**src/tlil_pkg.sv**
```systemverilog
// Shared types and constants for the timed line index lookup block.
// Depends on nothing; every other file in src imports it.
package tlil_pkg;

   // Table depth default and the fixed field widths of the channels.
   // The result fields are seven bits wide, which holds DEPTH up to 64.
   localparam int TLIL_DEPTH = 64;
   localparam int STAMP_W    = 30;
   localparam int LINE_W     = 7;
   localparam int COUNT_W    = 7;
   localparam int POS_W      = 32;
   localparam int MUL_A_W    = 14;
   localparam int MUL_B_W    = 16;

   localparam logic [MUL_B_W-1:0] MS_PER_MINUTE = 16'd60000;
   localparam logic [MUL_B_W-1:0] MS_PER_SECOND = 16'd1000;
   localparam logic [MUL_B_W-1:0] MS_PER_MS     = 16'd1;
   localparam logic [6:0]         MAX_SECONDS   = 7'd59;

   // Operation codes carried in the func field.
   localparam logic [1:0] FUNC_CLEAR = 2'd0;
   localparam logic [1:0] FUNC_ADD   = 2'd1;
   localparam logic [1:0] FUNC_QUERY = 2'd2;

   typedef struct packed {
      logic [1:0]       func;
      logic [13:0]      minutes;
      logic [6:0]       seconds;
      logic [9:0]       millis;
      logic [POS_W-1:0] position_ms;
   } req_data_type;

   typedef struct packed {
      logic signed [LINE_W-1:0] line_index;
      logic                     changed;
      logic                     accepted;
      logic [COUNT_W-1:0]       entry_count;
   } rsp_data_type;

   typedef enum logic [2:0] {
      ALU_IDLE,
      ALU_MUL,
      ALU_MAC,
      ALU_CMP,
      ALU_CLR
   } alu_op_type;

   typedef enum logic [1:0] {
      SEL_MIN,
      SEL_SEC,
      SEL_MS
   } alu_sel_type;

   typedef struct packed {
      alu_op_type  op;
      alu_sel_type sel;
   } alu_ctrl_type;

endpackage

```
**src/tlil_ram.sv**
```systemverilog
// Timestamp store: one write port and one read port with registered read data.
// Depends on tlil_pkg for the stamp width.
module tlil_ram import tlil_pkg::*; #(
   parameter int DEPTH = TLIL_DEPTH,
   parameter int AW    = 6
) (
   input  logic               clock,
   input  logic               wr_en,
   input  logic [AW-1:0]      wr_addr,
   input  logic [STAMP_W-1:0] wr_data,
   input  logic [AW-1:0]      rd_addr,
   output logic [STAMP_W-1:0] rd_data
);

   logic [STAMP_W-1:0] mem_ff [DEPTH];
   logic [STAMP_W-1:0] rd_data_ff;

   always_ff @(posedge clock) begin
      if (wr_en) begin
         mem_ff[wr_addr] <= wr_data;
      end
      rd_data_ff <= mem_ff[rd_addr];
   end

   assign rd_data = rd_data_ff;

endmodule

```
**src/tlil_alu.sv**
```systemverilog
// Shared arithmetic unit: a multiply-accumulate that builds a timestamp in
// three steps, and a compare-and-count used while scanning the table.
// Depends on tlil_pkg for the control struct and widths.
module tlil_alu import tlil_pkg::*; #(
   parameter int CW = 7
) (
   input  logic               clock,
   input  alu_ctrl_type       ctrl,
   input  req_data_type       operands,
   input  logic [STAMP_W-1:0] stamp_q,
   output logic [STAMP_W-1:0] acc,
   output logic [CW-1:0]      hits
);

   logic [STAMP_W-1:0] acc_ff;
   logic [STAMP_W-1:0] acc_in;
   logic [CW-1:0]      hits_ff;
   logic [CW-1:0]      hits_in;
   logic [MUL_A_W-1:0] op_a;
   logic [MUL_B_W-1:0] op_b;
   logic [STAMP_W-1:0] prod;

   always_comb begin
      unique case (ctrl.sel)
         SEL_MIN: begin
            op_a = operands.minutes;
            op_b = MS_PER_MINUTE;
         end
         SEL_SEC: begin
            op_a = MUL_A_W'(operands.seconds);
            op_b = MS_PER_SECOND;
         end
         SEL_MS: begin
            op_a = MUL_A_W'(operands.millis);
            op_b = MS_PER_MS;
         end
         default: begin
            op_a = '0;
            op_b = '0;
         end
      endcase
   end

   assign prod = STAMP_W'(op_a * op_b);

   always_comb begin
      acc_in  = acc_ff;
      hits_in = hits_ff;
      unique case (ctrl.op)
         ALU_MUL: acc_in = prod;
         // The sum wraps at the stamp width, though valid seconds keep it in range.
         ALU_MAC: acc_in = acc_ff + prod;
         ALU_CMP: begin
            if (POS_W'(stamp_q) <= operands.position_ms) begin
               hits_in = hits_ff + CW'(1);
            end
         end
         ALU_CLR:  hits_in = '0;
         ALU_IDLE: ;
         default:  ;
      endcase
   end

   always_ff @(posedge clock) begin
      acc_ff  <= acc_in;
      hits_ff <= hits_in;
   end

   assign acc  = acc_ff;
   assign hits = hits_ff;

endmodule

```
**src/timed_line_index_lookup_top.sv**
```systemverilog
// Timed line index lookup. Keeps a table of up to DEPTH line start times in
// milliseconds and answers which line is current at a playback position.
// Request channel (req_): one beat per item, func selects clear, add or query.
// Response channel (rsp_): exactly one beat per request, in request order.
// Sequence from acceptance to rsp_valid: clear, unused codes, rejected adds
// and queries on an empty table go straight to the response register; an
// accepted add makes three passes through the shared multiplier, then one
// table write; a query reads the N stored entries one entry per cycle through
// the single read port, counting in the shared compare unit, then completes
// the last compare before the response is formed.
// req_stall is high while an item is in progress; one item is worked on at a
// time. The result sits in an output register, so the next request is taken
// as soon as the sequencer is free even while rsp_stall holds the last beat.
// A new request is therefore taken only after the previous one is done.
// A finished item waits in the sequencer only while rsp_stall holds the
// response register. Synchronous reset empties the table count and sets the
// current line to -1; the table contents are not cleared and need not be.
// Depends on tlil_pkg, tlil_ram and tlil_alu. DEPTH may range from 2 to 64.
module timed_line_index_lookup_top import tlil_pkg::*; #(
   parameter int DEPTH = TLIL_DEPTH
) (
   input  logic         clock,
   input  logic         reset,
   input  logic         req_valid,
   output logic         req_stall,
   input  req_data_type req_data,
   output logic         rsp_valid,
   input  logic         rsp_stall,
   output rsp_data_type rsp_data
);

   localparam int AW = (DEPTH > 1) ? $clog2(DEPTH) : 1;
   localparam int CW = $clog2(DEPTH + 1);
   localparam int LW = AW + 1;

   typedef enum logic [7:0] {
      S_IDLE  = 8'b0000_0001,
      S_MIN   = 8'b0000_0010,
      S_SEC   = 8'b0000_0100,
      S_MS    = 8'b0000_1000,
      S_WRITE = 8'b0001_0000,
      S_SCAN  = 8'b0010_0000,
      S_DRAIN = 8'b0100_0000,
      S_DONE  = 8'b1000_0000
   } state_type;

   state_type            state_ff, state_in;
   req_data_type         req_ff, req_in;
   logic                 ok_ff, ok_in;
   logic [AW-1:0]        addr_ff, addr_in;
   logic [CW-1:0]        count_ff, count_in;
   logic signed [LW-1:0] cur_ff, cur_in;
   logic                 cmp_pending_ff, cmp_pending_in;
   logic                 rsp_valid_ff, rsp_valid_in;
   rsp_data_type         rsp_ff, rsp_in;

   logic                 req_accept;
   logic                 ram_we;
   logic [STAMP_W-1:0]   ram_q;
   logic [STAMP_W-1:0]   alu_acc;
   logic [CW-1:0]        alu_hits;
   alu_ctrl_type         alu_ctrl;
   logic signed [LW-1:0] idx;
   logic                 changed;
   logic                 accepted;

   tlil_ram #(
      .DEPTH (DEPTH),
      .AW    (AW)
   ) u_ram (
      .clock   (clock),
      .wr_en   (ram_we),
      .wr_addr (count_ff[AW-1:0]),
      .wr_data (alu_acc),
      .rd_addr (addr_ff),
      .rd_data (ram_q)
   );

   tlil_alu #(
      .CW (CW)
   ) u_alu (
      .clock    (clock),
      .ctrl     (alu_ctrl),
      .operands (req_ff),
      .stamp_q  (ram_q),
      .acc      (alu_acc),
      .hits     (alu_hits)
   );

   assign req_stall  = (state_ff != S_IDLE);
   assign req_accept = req_valid & ~req_stall;

   // Read data for the address issued in one scan cycle arrives the next.
   assign cmp_pending_in = (state_ff == S_SCAN);

   always_comb begin
      state_in     = state_ff;
      req_in       = req_ff;
      ok_in        = ok_ff;
      addr_in      = addr_ff;
      count_in     = count_ff;
      cur_in       = cur_ff;
      rsp_valid_in = rsp_valid_ff & rsp_stall;
      rsp_in       = rsp_ff;
      alu_ctrl.op  = ALU_IDLE;
      alu_ctrl.sel = SEL_MIN;
      ram_we       = 1'b0;
      changed      = 1'b0;
      accepted     = 1'b0;
      idx          = LW'(alu_hits) - LW'(1);

      unique case (state_ff)
         S_IDLE: begin
            if (req_accept) begin
               req_in  = req_data;
               addr_in = '0;
               unique case (req_data.func)
                  FUNC_ADD: begin
                     ok_in    = (req_data.seconds <= MAX_SECONDS) &&
                                (count_ff != CW'(DEPTH));
                     state_in = ok_in ? S_MIN : S_DONE;
                  end
                  FUNC_QUERY: begin
                     ok_in       = (count_ff != '0);
                     state_in    = ok_in ? S_SCAN : S_DONE;
                     alu_ctrl.op = ALU_CLR;
                  end
                  default: begin
                     ok_in    = 1'b0;
                     state_in = S_DONE;
                  end
               endcase
            end
         end
         S_MIN: begin
            alu_ctrl.op  = ALU_MUL;
            alu_ctrl.sel = SEL_MIN;
            state_in     = S_SEC;
         end
         S_SEC: begin
            alu_ctrl.op  = ALU_MAC;
            alu_ctrl.sel = SEL_SEC;
            state_in     = S_MS;
         end
         S_MS: begin
            alu_ctrl.op  = ALU_MAC;
            alu_ctrl.sel = SEL_MS;
            state_in     = S_WRITE;
         end
         S_WRITE: begin
            ram_we   = 1'b1;
            state_in = S_DONE;
         end
         S_SCAN: begin
            if (cmp_pending_ff) begin
               alu_ctrl.op = ALU_CMP;
            end
            addr_in = addr_ff + AW'(1);
            if (CW'(addr_ff) + CW'(1) == count_ff) begin
               state_in = S_DRAIN;
            end
         end
         S_DRAIN: begin
            alu_ctrl.op = ALU_CMP;
            state_in    = S_DONE;
         end
         S_DONE: begin
            if (!rsp_valid_ff || !rsp_stall) begin
               unique case (req_ff.func)
                  FUNC_CLEAR: begin
                     count_in = '0;
                     cur_in   = {LW{1'b1}};
                  end
                  FUNC_ADD: begin
                     if (ok_ff) begin
                        count_in = count_ff + CW'(1);
                        accepted = 1'b1;
                     end
                  end
                  FUNC_QUERY: begin
                     if (ok_ff && (idx != cur_ff)) begin
                        cur_in  = idx;
                        changed = 1'b1;
                     end
                  end
                  default: ;
               endcase
               rsp_in.line_index  = LINE_W'(cur_in);
               rsp_in.changed     = changed;
               rsp_in.accepted    = accepted;
               rsp_in.entry_count = COUNT_W'(count_in);
               rsp_valid_in       = 1'b1;
               state_in           = S_IDLE;
            end
         end
         default: state_in = S_IDLE;
      endcase
   end

   always_ff @(posedge clock) begin
      if (reset) begin
         state_ff       <= S_IDLE;
         count_ff       <= '0;
         cur_ff         <= {LW{1'b1}};
         cmp_pending_ff <= 1'b0;
         rsp_valid_ff   <= 1'b0;
      end else begin
         state_ff       <= state_in;
         count_ff       <= count_in;
         cur_ff         <= cur_in;
         cmp_pending_ff <= cmp_pending_in;
         rsp_valid_ff   <= rsp_valid_in;
      end
   end

   always_ff @(posedge clock) begin
      req_ff  <= req_in;
      ok_ff   <= ok_in;
      addr_ff <= addr_in;
      rsp_ff  <= rsp_in;
   end

   assign rsp_valid = rsp_valid_ff;
   assign rsp_data  = rsp_ff;

   a_count_in_range: assert property (@(posedge clock) disable iff (reset)
      count_ff <= CW'(DEPTH))
      else $error("entry count exceeds table depth");

   a_write_has_room: assert property (@(posedge clock) disable iff (reset)
      ram_we |-> (count_ff < CW'(DEPTH)))
      else $error("table write with a full table");

   a_empty_no_line: assert property (@(posedge clock) disable iff (reset)
      (count_ff == '0) |-> (cur_ff == {LW{1'b1}}))
      else $error("current line set while the table is empty");

   a_scan_in_range: assert property (@(posedge clock) disable iff (reset)
      (state_ff == S_SCAN) |-> (CW'(addr_ff) < count_ff))
      else $error("scan address beyond stored entries");

   a_flags_exclusive: assert property (@(posedge clock) disable iff (reset)
      rsp_valid_ff |-> !(rsp_ff.changed && rsp_ff.accepted))
      else $error("response flags changed and accepted both set");

endmodule
```
**config.mk**
```make
export PLATFORM = sky130hd
export DESIGN_NAME = timed_line_index_lookup_top
export DESIGN_NICKNAME = d
export VERILOG_FILES = /design/src/tlil_pkg.sv /design/src/tlil_ram.sv /design/src/tlil_alu.sv /design/src/timed_line_index_lookup_top.sv
export SDC_FILE = /design/constraint.sdc
export NUM_CORES = 2
export LEC_CHECK = 0
export BUFFER_PORTS_ARGS = -buffer_cell sky130_fd_sc_hd__buf_2
export CAP_MARGIN = 20
export CORE_MARGIN = 1.5
export CORE_UTILIZATION = 35
export DETAILED_ROUTE_END_ITERATION = 10
export GPL_ROUTABILITY_DRIVEN = 0
export SLEW_MARGIN = 15
export SYNTH_ARGS = -nofsm -noshare
export SYNTH_HDL_FRONTEND = slang
export SYNTH_SLANG_ARGS = --single-unit
```
**constraint.sdc**
```tcl
create_clock -name clock -period 8.3 [get_ports clock]
set_input_delay 1.66 -clock clock [delete_from_list [all_inputs] [get_ports clock]]
set_output_delay 1.66 -clock clock [all_outputs]
set_load 0.05 [all_outputs]
```
==> out/metrics.csv <==
stage,metric,value,unit
run_status,outcome,"finished, final reports clean",
finish,Syn-to-layout area delta,14.4,%
synthesis,Post-synth ARST share,0,%
cts,"Clk Latency, worst-skew pair",0.88,ns
finish,layout filler cell count,22564,
timing,Final Hold Viols,0,
setup_path,RR Endpoint,u_alu.acc[26],
finish,share of cells above drive strength 1,20.4,%
finish,final core utilization,40.2,%
synthesis,Synth Warn #,0,
synthesis,commonest register cell after synthesis,edfxtp_1,
cts,Sink Count,2099,
cts,H-tree Lvls,4,
route,via/cell ratio,5.28,
synthesis,Synth area leader,edfxtp_1,
power,Max VDD drop,0.884,mV
grt,largest net degree at the start of global routing,139,
grt,GRT Util Overall,17.1,%
route,via count,46664,
power,power per cell area,337,mW/mm²
die,io pins,87,
timing,Worst-Margin Slew,1.06,ns
synthesis,Syn Area/Cell,17.5,µm²
setup_path,Worst EP required,8.92,ns
power,Pleak,33.6,nW
timing,RSZ-0062 raised after global routing,yes,
timing,clock skew,0.0984,ns
power,Total Power,34.0,mW
setup_path,worst reg2reg startpoint,state_ff[6],
cts,CTS tree,yes,
synthesis,most common cell in the netlist,edfxtp_1,
route,post-route ant nets,0,
timing,final worst path period need,8.03,ns
synthesis,share of the yosys chip area belonging to registers,70.8,%
route,drt first pass iters,7,
timing,Final setup viols,0,
synthesis,Synth area leaders,"edfxtp_1, mux4_2, mux2i_1",
grt,grt met3 use,2.69,%
grt,initial antenna violation count,22,
worst_hold_path,Hold Path Class,reg2reg,
die,Initial Util,35.2,%
finish,diodes inserted,0,
setup_path,Critical Path End,u_alu.acc[26],
synthesis,synthesized flop and latch total,2099,
die,Die H,505,µm
timing,Setup TNS,0,ns
synthesis,Post-Syn Area,0.0883,mm²
timing,"Slew Viols, Final",0,
finish,Final nets,5674,
cts,CTS Hold Buffers Added,0,
grt,grt total ovfl,0,
cts,CTS Buf Count,207,
place,input/output buffers,86,
synthesis,Post-synth EDFFs,2045,
timing,worst hold slack,0.516,ns
synthesis,Netlist cell types,85,
setup_path,Slowest cell on crit path,fa_1,
setup_path,"Top cell by count, worst path",fa_1,
setup_path,Reg2Reg Setup Slack,0.27,ns
synthesis,Syn Inst Count,5045,
cts,Longest Clk Path Bufs,3,
grt,met1 GRT Util,23.0,%
cts,clk slew on worst S/H paths,0.07,ns
die,die area,0.255,mm²
grt,first-pass GRT wire length,324,mm
cts,root buffer cell,clkbuf_16,
synthesis,area share of the largest cell type after synthesis,69.6,%
die,die extent in x,505,µm
grt,grt peak-use layer,met2,
route,final wirelength,222,mm
timing,fmax,124,MHz
job,max cap viols,0,
setup_path,critical path launch point type,flop,
place,Final HPWL DP,130,mm
timing,Max-Slew Margin vs Limit,29.0,%
die,Std-Cell Rows,184,
timing,fin crit share,96.8,%
die,Core ar.,0.251,mm²
timing,worst setup margin,0.266,ns
synthesis,synth cell count leaders,"edfxtp_1, mux2i_1, a21oi_1, mux4_2, nand2_1",
setup_path,Register-to-Register Path Depth,36,
setup_path,worst setup path start,state_ff[6],
setup_path,Critical Path End Type,flop,
place,Place WS,-0.0458,ns
route,wire per inst,25.2,µm
setup_path,Arrival @ worst endpoint,8.66,ns
route,DRC viols,0,
setup_path,crit-path max FO,6,
setup_path,Crit Path Class,reg2reg,
grt,vias in the first global route,47419,
grt,GRT met2 Usage,29.0,%
route,DRT iter0 DRCs,4143,
setup_path,Critical Path Max Stage Delay,0.52,ns
==> final cells by class <==
cell class,count,area (µm²),area share (%)
Clock buffer,249,5380,5.32
Clock inverter,136,1390,1.38
Inverter,196,736,0.728
Multi-Input combinational cell,2528,24800,24.6
Sequential cell,2099,62500,61.9
Tap cell,3348,4190,4.15
Timing Repair Buffer,279,1990,1.97
==> repair_timing <==
action                                  CTS  global route
buffers inserted                          2            16
pin swaps                                 4            42
gates resized for setup                   5            52
endpoints found under the setup margin    5            14
==> placed cells by master (no fill, tap or decap), types with 31 or more instances in the layout <==
cell / count
inv_1: 191
buf_4: 182
xor2_1: 31
clkinv_2: 40
mux2_2: 126
clkinv_1: 46
nand2_1: 217
mux2i_1: 361
fa_1: 97
clkbuf_16: 207
clkbuf_1: 38
edfxtp_1: 2045
dfxtp_1: 53
xnor2_1: 43
a21oi_1: 310
ha_1: 188
o221ai_1: 120
a21o_1: 31
nor2_1: 82
nor2_4: 66
o21ai_0: 156
mux4_2: 270
buf_2: 86
o22ai_1: 122
==> state kept, by name, indices dropped and copies added, names as in the netlist <==
| name | cells |
|---|---|
| addr_ff | 6 |
| cmp_pending_ff | 1 |
| count_ff | 7 |
| cur_ff | 7 |
| ok_ff | 1 |
| req_ff | 65 |
| rsp_data | 16 |
| rsp_valid | 1 |
| state_ff | 8 |
| u_alu.acc | 30 |
| u_alu.hits | 7 |
| u_ram.mem_ff | 1920 |
| u_ram.rd_data | 30 |
==> stage by stage <==
step | instances | cell area (µm²)
detailed placement | 8431 | 93800
global route | 8835 | 101000
floorplan | 5068 | 88400
CTS | 8818 | 101000
global placement | 8431 | 93800
finish | 8835 | 101000
==> critical path, delay by kind of cell, from the launching register on <==
kind                     cells  cell delay [ns]
XOR/XNOR                     1             0.14
AO/OA/AOI/OAI                7             1.55
flip-flops                   1             0.33
buffers and inverters       10             0.86
AND/OR/NAND/NOR             10             1.49
adder cells (fa/ha/maj)      8             3.45
==> cells by family after synthesis <==
logic type	Yosys count	synth area share (%)
AO/OA/AOI/OAI	844	5.93
XOR/XNOR	80	0.841
adder cells (fa/ha/maj)	294	5.00
buffers and inverters	441	2.09
flip-flops	2099	70.8
multiplexers	758	12.6
other	2	0.00851
AND/OR/NAND/NOR	527	2.74
==> worst min path at each step <==
stage	start	to	slack (ns)	cells after the start
after global routing	cur_ff[5]	cur_ff[5]	0.54	1
final	cur_ff[5]	cur_ff[5]	0.52	1
after detailed placement	cur_ff[0]	cur_ff[0]	0.51	1
after global placement	cur_ff[3]	cur_ff[3]	0.50	1
after floorplan	cur_ff[3]	cur_ff[3]	0.48	1
after CTS	cur_ff[5]	cur_ff[5]	0.52	1
==> layer usage <==
| metal | vias to the layer above | wire length, µm |
|---|---|---|
| met3 | 292 | 13700 |
| met2 | 1472 | 110000 |
| met4 | 4 | 4500 |
| met1 | 24396 | 94000 |
| li1 | 20500 | - |
| met5 | - | 31 |
==> report_power, final <==
| group | internal (mW) | leakage (nW) | switching, mW |
|---|---|---|---|
| sequential | 11.8 | 18.8 | 0.0598 |
| clock | 5.19 | 3.29 | 4.11 |
| combinational | 5.66 | 11.6 | 7.19 |
| total | 22.7 | 33.6 | 11.4 |
(Power assumes the default switching activity.)
